==> config.mk <==
export PLATFORM = sky130hd
export DESIGN_NAME = extended_gcd_bezout_core
export DESIGN_NICKNAME = d
export VERILOG_FILES = /design/src/rtl/egcd_pkg.sv /design/src/rtl/egcd_dpath.sv /design/src/rtl/egcd_ctrl.sv /design/src/rtl/extended_gcd_bezout_core.sv
export SDC_FILE = /design/constraint.sdc
export NUM_CORES = 1
export LEC_CHECK = 0
export BUFFER_PORTS_ARGS = -buffer_cell sky130_fd_sc_hd__buf_4
export CAP_MARGIN = 10
export CELL_PAD_IN_SITES_DETAIL_PLACEMENT = 1
export CELL_PAD_IN_SITES_GLOBAL_PLACEMENT = 1
export CORE_AREA = 2 2 226 228
export DETAILED_ROUTE_END_ITERATION = 16
export DIE_AREA = 0 0 228 230
export PLACE_DENSITY = 0.86
export REMOVE_ABC_BUFFERS = 1
export SYNTH_ARGS = -nofsm -noshare
export SYNTH_HDL_FRONTEND = slang
export SYNTH_SLANG_ARGS = --single-unit
export TNS_END_PERCENT = 30
==> constraint.sdc <==
create_clock -name clk -period 52.2 [get_ports clk]
set_clock_uncertainty 0.15 [all_clocks]
set_input_delay 10.44 -clock clk [delete_from_list [all_inputs] [get_ports clk]]
set_output_delay 10.44 -clock clk [all_outputs]
set_load 0.02 [all_outputs]
==> src/rtl/egcd_pkg.sv <==
package egcd_pkg;

  // Operand width and derived widths
  localparam int WIDTH = 32;
  localparam int CW    = WIDTH + 1;
  localparam int KW    = $clog2(WIDTH);

  typedef logic [WIDTH-1:0]     word_t;
  typedef logic signed [CW-1:0] coeff_t;
  typedef logic [KW-1:0]        shift_t;

  // Sequencer states
  typedef enum logic [2:0] {
    ST_IDLE,
    ST_CHECK,
    ST_ALIGN,
    ST_DIV,
    ST_UPD,
    ST_FIN
  } state_t;

  // Controller to datapath commands
  typedef struct packed {
    logic load;
    logic align_init;
    logic align_step;
    logic div_step;
    logic update;
    logic out_load;
  } egcd_cmd_t;

  // Datapath to controller status
  typedef struct packed {
    logic cur_zero;
    logic can_shift;
    logic k_zero;
  } egcd_sts_t;

endpackage

==> src/rtl/egcd_dpath.sv <==
module egcd_dpath import egcd_pkg::*; (
  input  logic      clk,
  input  word_t     in_operand_a,
  input  word_t     in_operand_b,
  input  egcd_cmd_t cmd,
  output egcd_sts_t sts,
  output word_t     out_divisor,
  output coeff_t    out_coeff_x,
  output coeff_t    out_coeff_y
);

  // Remainder pair and coefficient pairs
  word_t  rp_r, rc_r;
  coeff_t xp_r, xc_r, yp_r, yc_r;
  // Divider: aligned divisor, partial remainder, shift count
  word_t  d_r, rem_r;
  shift_t k_r;
  // Quotient times current coefficient, built MSB first
  coeff_t accx_r, accy_r;
  // Output register
  word_t  out_div_r;
  coeff_t out_x_r, out_y_r;

  word_t  d_dbl;
  word_t  rem_sub;
  logic   ge;
  coeff_t accx_nxt, accy_nxt;

  // Divisor alignment and restoring subtract
  always_comb begin
    d_dbl    = {d_r[WIDTH-2:0], 1'b0};
    ge       = (rem_r >= d_r);
    rem_sub  = rem_r - d_r;
    accx_nxt = {accx_r[CW-2:0], 1'b0} + (ge ? xc_r : '0);
    accy_nxt = {accy_r[CW-2:0], 1'b0} + (ge ? yc_r : '0);
  end

  assign sts.cur_zero  = (rc_r == '0);
  assign sts.can_shift = !d_r[WIDTH-1] && (d_dbl <= rp_r);
  assign sts.k_zero    = (k_r == '0);

  always_ff @(posedge clk) begin
    // New operands, coefficients start at identity
    if (cmd.load) begin
      rp_r <= in_operand_a;
      rc_r <= in_operand_b;
      xp_r <= coeff_t'(1);
      xc_r <= '0;
      yp_r <= '0;
      yc_r <= coeff_t'(1);
    end
    // Start one quotient step
    if (cmd.align_init) begin
      d_r    <= rc_r;
      k_r    <= '0;
      rem_r  <= rp_r;
      accx_r <= '0;
      accy_r <= '0;
    end
    // Shift divisor up under the dividend
    if (cmd.align_step) begin
      d_r <= d_dbl;
      k_r <= k_r + shift_t'(1);
    end
    // One quotient bit per beat
    if (cmd.div_step) begin
      if (ge) begin
        rem_r <= rem_sub;
      end
      accx_r <= accx_nxt;
      accy_r <= accy_nxt;
      d_r    <= {1'b0, d_r[WIDTH-1:1]};
      k_r    <= k_r - shift_t'(1);
    end
    // Rotate pairs
    if (cmd.update) begin
      rp_r <= rc_r;
      rc_r <= rem_r;
      xp_r <= xc_r;
      xc_r <= xp_r - accx_r;
      yp_r <= yc_r;
      yc_r <= yp_r - accy_r;
    end
    if (cmd.out_load) begin
      out_div_r <= rp_r;
      out_x_r   <= xp_r;
      out_y_r   <= yp_r;
    end
  end

  assign out_divisor = out_div_r;
  assign out_coeff_x = out_x_r;
  assign out_coeff_y = out_y_r;

endmodule

==> src/rtl/egcd_ctrl.sv <==
module egcd_ctrl import egcd_pkg::*; (
  input  logic      clk,
  input  logic      rst_n,
  input  logic      in_valid,
  output logic      in_ready,
  output logic      out_valid,
  input  logic      out_ready,
  input  egcd_sts_t sts,
  output egcd_cmd_t cmd
);

  state_t state_r, state_nxt;
  logic   out_valid_r, out_valid_nxt;

  // State and output-valid registers
  always_ff @(posedge clk) begin
    if (!rst_n) begin
      state_r     <= ST_IDLE;
      out_valid_r <= 1'b0;
    end else begin
      state_r     <= state_nxt;
      out_valid_r <= out_valid_nxt;
    end
  end

  // Next state and commands
  always_comb begin
    state_nxt     = state_r;
    cmd           = '0;
    in_ready      = 1'b0;
    out_valid_nxt = out_valid_r && !out_ready;
    unique case (state_r)
      ST_IDLE: begin
        in_ready = 1'b1;
        if (in_valid) begin
          cmd.load  = 1'b1;
          state_nxt = ST_CHECK;
        end
      end
      ST_CHECK: begin
        if (sts.cur_zero) begin
          state_nxt = ST_FIN;
        end else begin
          cmd.align_init = 1'b1;
          state_nxt      = ST_ALIGN;
        end
      end
      ST_ALIGN: begin
        if (sts.can_shift) begin
          cmd.align_step = 1'b1;
        end else begin
          state_nxt = ST_DIV;
        end
      end
      ST_DIV: begin
        cmd.div_step = 1'b1;
        if (sts.k_zero) begin
          state_nxt = ST_UPD;
        end
      end
      ST_UPD: begin
        cmd.update = 1'b1;
        state_nxt  = ST_CHECK;
      end
      ST_FIN: begin
        // wait for the output register to free up
        if (!out_valid_r || out_ready) begin
          cmd.out_load  = 1'b1;
          out_valid_nxt = 1'b1;
          state_nxt     = ST_IDLE;
        end
      end
      default: begin
        state_nxt = ST_IDLE;
      end
    endcase
  end

  assign out_valid = out_valid_r;

endmodule

==> src/rtl/extended_gcd_bezout_core.sv <==
// One item in flight at a time; the next input beat is taken only after the result is loaded
// into the output register. The divider is shared and produces one quotient bit per cycle;
// each quotient step aligns the divisor first. Reset (rst_n low, synchronous) empties the
// output and returns to idle.
module extended_gcd_bezout_core import egcd_pkg::*; (
  input  logic   clk,
  input  logic   rst_n,
  input  logic   in_valid,
  output logic   in_ready,
  input  word_t  in_operand_a,
  input  word_t  in_operand_b,
  output logic   out_valid,
  input  logic   out_ready,
  output word_t  out_divisor,
  output coeff_t out_coeff_x,
  output coeff_t out_coeff_y
);

  egcd_cmd_t cmd;
  egcd_sts_t sts;

  // Sequencer
  egcd_ctrl u_ctrl (
    .clk       (clk),
    .rst_n     (rst_n),
    .in_valid  (in_valid),
    .in_ready  (in_ready),
    .out_valid (out_valid),
    .out_ready (out_ready),
    .sts       (sts),
    .cmd       (cmd)
  );

  // Remainder, coefficient and divider registers
  egcd_dpath u_dpath (
    .clk          (clk),
    .in_operand_a (in_operand_a),
    .in_operand_b (in_operand_b),
    .cmd          (cmd),
    .sts          (sts),
    .out_divisor  (out_divisor),
    .out_coeff_x  (out_coeff_x),
    .out_coeff_y  (out_coeff_y)
  );

endmodule

After elaboration in Yosys (flattened, before gate mapping):

Index checks and enable logic that the tools add are counted.

* reduce and logical (&&, ||, !) cells: 14
* eq/ne operators: 9
* bitwise logic cells: 0
* $lt $le $gt $ge: 2
* muxes and demuxes: 43
* shifts and indexed selects: 0
* $add $sub $neg: 7
* multiply operators: 0
* div/mod/pow operators: 0

Operators by type and width (count)
* 2-to-1 mux 33 bit: 11
* 2-to-1 mux 32 bit: 9
* adder 33 bit: 2
* subtractor 33 bit: 2
* greater-or-equal comparator 32 bit: 1
* <= comparator 32 bit: 1
* logical NOT 32 bit: 1
* subtractor 32 bit: 1
* 2-to-1 mux 31 bit: 1
* case mux 3 bit (6 select lines): 1
* 2-to-1 mux 3 bit: 5
* 2-to-1 mux 5 bit: 3
* 2-to-1 mux 1 bit: 13
* equality test 3 x 2 -> 1 bit, second input constant: 2
* equality test 3 bit, second input constant: 2
* inequality test 2 bit, second input constant: 3
* nonzero test 2 bit: 3
* adder 5 x 1 -> 5 bit, second input constant: 1
* logical NOT 5 bit: 1
* subtractor 5 x 1 -> 5 bit, second input constant: 1
* AND reduction 4 bit: 1
* equality test 3 x 1 -> 1 bit, second input constant: 1
* logical NOT 1 bit: 3
* logical NOT 3 bit: 1
* other kinds (4): 5

* input port bits: 68
* flip-flop bits (word level): 433
* word-level logic and storage cells: 92
* memory bits (writable): 0
* bits in read-only memories: 0
* memories: 0
* latch bits: 0
* output and inout port bits: 100

Logic depth before layout (Yosys ltp):

* depth after elaboration: 6
* depth in mapped cells: 23
* depth with buffers taken out: 22

Hierarchy:

Synthesis repeated with hierarchy kept, for this count alone.

* cells, all modules: 2388
* area, all modules: 25639.6 um^2

Modules (own cells, without submodules)
* egcd_dpath: instances 1, area an instance 25341.8 um^2, sequential area each 12552.0 um^2, cells each 2349
* egcd_ctrl: instances 1, area an instance 297.8 um^2, sequential area each 80.1 um^2, cells each 39

Least setup slack after synthesis:

No wires, ideal clock.

* kind: input to register
* start: input port in_valid
* end: register u_dpath.rc_r[0], enable pin
* stages on the path: 2
* arrival time: 23693 ps
* buffers on the path: 0
* path slack: 27365 ps
* required time: 51058 ps
* library setup time: 992 ps
* path through: nor2_1 -> nor3_1

* cells in the longest elaborated chain, start to end: 3

RTL lines
* start, declared: RTL line extended_gcd_bezout_core.sv:8 `input logic in_valid,`
* 2-to-1 mux 1 bit: RTL line egcd_ctrl.sv:35 `if (in_valid) begin`
* 2-to-1 mux 1 bit: RTL line egcd_ctrl.sv:32 `unique case (state_r)`
* nonzero test 2 bit (no line)
* end signal, assigned: RTL line egcd_dpath.sv:46 `rc_r <= in_operand_b;`
* end signal, assigned: RTL line egcd_dpath.sv:78 `rc_r <= rem_r;`
* end, declared: RTL line egcd_dpath.sv:13 `word_t rp_r, rc_r;`

Every way passes these cells.
A chain may end at the register's enable or synchronous reset.

Worst setup path in the final report:

* start: register u_ctrl.state_r[2]
* end: output port in_ready

* cells in the longest elaborated chain, start to end: 2

RTL lines
* start, declared: RTL line egcd_ctrl.sv:12 `state_t state_r, state_nxt;`
* start signal, assigned: RTL line egcd_ctrl.sv:21 `state_r <= state_nxt;`
* logical NOT 3 bit: RTL line egcd_ctrl.sv:32
* 2-to-1 mux 1 bit: RTL line egcd_ctrl.sv:32
* end, declared: RTL line extended_gcd_bezout_core.sv:9 `output logic in_ready,`

Every way passes these cells.

==> summary.txt <==
STA
  – Worst slew pin tran: 1123 ps
  – F_max: 78.88 MHz
  – Hold_ws: 296.8 ps
  – RSZ-0062 raised after global routing: no
  – Hold Fails Final Rpt: 0
  – Final period util: 24.29%
  – TNS Setup: 0 ps
  – Pins Over Slew Limit: 0
  – Fin crit period: 12,680 ps
  – Worst Slack Setup Final: 39,520 ps
  – Slew headroom: 24.31%
  – Final setup fails: 0

Yosys
  – Ys flop type: edfxtp_1
  – Post-synthesis async set-or-reset flop share: 0%
  – Post-synthesis area per instance: 9.977 sq um
  – Synth Register Bits: 433
  – Gate Count Post-Synth: 2,583
  – Sequential area share after synthesis: 49.02%
  – Synth unique cells: 85
  – Post-synth EDFFs: 396
  – Yosys warns: 0
  – Synthesized cell area: 0.02577 sq mm

Final layout
  – Fillers: 5,515
  – Share of layout cells above drive strength 1: 10.61%
  – Diode count: 0
  – # nets final: 2,989
  – Area growth, synth to finish: 13.57%

Global routing
  – Total track usage: 28.12%
  – Number of global-route vias before repair: 22.28k
  – Pin count of the biggest net entering global routing: 84
  – First-pass GRT wire length: 118,900 um
  – Antenna violations before repair: 0
  – Total grt overflow: 0

Worst setup path
  – Worst setup SP type: flip-flop
  – Crit path kind: reg2out
  – Worst path slowest cell: buf_4
  – Most frequent CP cell: buf_4
  – Worst Setup End Kind: output port
  – Crit path DAT: 2090 ps
  – Crit path cell chain: buf_4, nor3_1, buf_4
  – CP Max Fanout: 75
  – Largest stage delay on the critical path: 670 ps
  – Required time of the critical path: 41,610 ps

Placement
  – DP Wirelength: 51,110 um
  – Worst slack, placed: 39,360 ps
  – PortBufs: 167
  – Final GP Congestion: 0.9477

Die
  – Row count: 82
  – X dimension of the die: 228 um
  – Die ar.: 0.05244 sq mm
  – Starting Density: 51.68%
  – Die Height: 230 um
  – Top Ports: 168
  – Area of the core: 0.04986 sq mm

Clock network
  – Post-CTS setup repair buffer count: 0
  – CTS tree: done
  – Clock transition at the registers of the reported paths: 60 ps
  – Clock buffer depth: 3
  – CTS H-tree lvls: 2
  – CTS Hold Bufs: 0
  – Clock Sinks: 433
  – Worst skew pair latency: 600 ps
  – Clock Tree Root: clkbuf_16
  – Post_cts resized: 0
  – Total CTS buffers: 47

Job
  – Total of max-cap violations: 0

Power and ir drop
  – LEAKAGE: 0.01232 uW
  – Pwr/cell area: 66.30 mW/mm^2
  – IR drop worst, VDD: 0.00004906 V

Drt
  – Final WL: 74,560 um
  – DRC Markers: 0
  – Wire length on met3: 2829 um
  – Vias per inst: 5.976
  – DR vias: 20.51k
  – Uppermost routed layer: met4
  – Drt pass-1 iters: 5
  – DRT iter0 DRCs: 1,181
  – Met2 WL post-DR: 38,140 um
  – Length of routed wiring on met1: 30,750 um
  – Final ANT Viol Nets: 0
  – Drt wl/cell: 21.72 um

Hold path
  – Min-Delay Path Class: reg2reg

Status
  – Outcome: complete, no violations
layer usage:
| layer | up-vias | GRT usage (%) |
|---|---|---|
| met5 | - | 0 |
| met4 | 0 | 12.19 |
| met3 | 183 | 3.237 |
| met2 | 498 | 50.82 |
| met1 | 10240 | 33.86 |
| li1 | 9593 | - |
cells in the mapped netlist, types with 6 or more instances:
master / n / area share (%)
a2111oi_0: 7 / 0.24
a211oi_1: 30 / 0.87
a21boi_0: 6 / 0.17
a21o_1: 74 / 2.2
a21oi_1: 149 / 2.9
a221oi_1: 6 / 0.20
a31oi_1: 14 / 0.34
and2_1: 12 / 0.29
and2b_1: 16 / 0.47
and3_1: 83 / 2.0
buf_1: 11 / 0.16
clkbuf_1: 72 / 1.0
dfxtp_1: 37 / 2.9
edfxtp_1: 396 / 46
ha_1: 192 / 9.3
inv_1: 172 / 2.5
mux2i_1: 39 / 1.5
nand2_1: 378 / 5.5
nand2b_1: 26 / 0.63
nand3_1: 28 / 0.54
nand4_1: 30 / 0.73
nor2_1: 208 / 3.0
nor2b_1: 65 / 1.6
nor3_1: 45 / 0.87
nor3b_1: 6 / 0.17
nor4_1: 16 / 0.39
o211ai_1: 13 / 0.38
o21a_1: 21 / 0.61
o21ai_0: 159 / 3.1
o21bai_1: 16 / 0.47
o22ai_1: 6 / 0.15
o31ai_1: 11 / 0.32
o41ai_1: 9 / 0.31
or2_2: 9 / 0.22
or3_1: 11 / 0.27
xnor2_1: 62 / 2.1
xor2_1: 49 / 1.7
path summary, 6_finish.rpt:
kind | start | endpoint | slack (ps) | cells past startpoint
setup reg to reg | u_dpath.d_r[0]$_DFFE_PP_ | u_dpath.accx_r[21]$_SDFFCE_PN0P_ | 44800 | 22
hold / removal | u_dpath.rp_r[27]$_DFFE_PP_ | u_dpath.out_divisor[27]$_DFFE_PP_ | 300 | 0
hold reg to reg | u_dpath.rp_r[27]$_DFFE_PP_ | u_dpath.out_divisor[27]$_DFFE_PP_ | 300 | 0
setup / recovery | u_ctrl.state_r[2]$_SDFFE_PN0P_ | in_ready | 39520 | 3
cell type report:
| cell class | count | area (sq um) | area share [%] |
|---|---|---|---|
| flip-flops and latches | 433 | 12630 | 43.16 |
| multi-input cells | 1886 | 12180 | 41.62 |
| repair buffers | 184 | 1381 | 4.719 |
| clock buffers | 58 | 1270 | 4.339 |
| well taps | 672 | 840.8 | 2.873 |
| inverters | 172 | 645.6 | 2.206 |
| clock inverters | 28 | 316.6 | 1.082 |
stage by stage:
| step | util [%] | instances | area, sq um | total power (uW) |
|---|---|---|---|---|
| 2_1_floorplan | - | 2491 | 25400 | 1295 |
| 3_3_place_gp | 55.52 | 3347 | 27680 | 1495 |
| 3_5_place_dp | 55.52 | 3347 | 27680 | 1562 |
| 4_1_cts | 58.70 | 3433 | 29270 | 1934 |
| 5_1_grt | 58.70 | 3433 | 29270 | 2065 |
| 6_report | 58.70 | 3433 | 29270 | 1941 |
placed cells by master (no fill, tap or decap), drive strengths merged, types with 37 or more instances in the layout:
cell,n
a21o,74
a21oi,150
and3,83
buf,184
clkbuf,58
dfxtp,37
edfxtp,396
ha,192
inv,172
mux2i,39
nand2,378
nor2,208
nor2b,66
nor3,45
o21ai,165
xnor2,62
xor2,49
registers in the layout, indices dropped and copies added, names as in the netlist, 33 cells and up:
register             flops
u_dpath.xp_r            33
u_dpath.out_coeff_x     33
u_dpath.yp_r            33
u_dpath.accy_r          33
u_dpath.accx_r          33
u_dpath.yc_r            33
u_dpath.out_coeff_y     33
u_dpath.xc_r            33
power breakdown:
| part | switching, uW | internal (uW) | total, uW |
|---|---|---|---|
| Sequential | 77.4 | 505 | 583 |
| Clock | 145 | 207 | 352 |
| Combinational | 634 | 372 | 1010 |
cells by family (layout without fill, tap and decap cells):
group | Yosys count | in the layout | synth area share, %
AO/OA/AOI/OAI | 582 | 582 | 14.47
AND/OR/NAND/NOR | 955 | 955 | 17.48
XOR/XNOR | 111 | 111 | 3.772
buffers and inverters | 264 | 442 | 3.942
adder cells (fa/ha/maj) | 197 | 197 | 9.710
flip-flops | 433 | 433 | 49.02
multiplexers | 41 | 41 | 1.602
worst max-delay path: cells and delay by family, from the launching register on:
family                 cells  cell delay, ps
buffers and inverters      2             900
flip-flops                 1             310
AND/OR/NAND/NOR            1             260
Power figures use the tool's default switching activity.
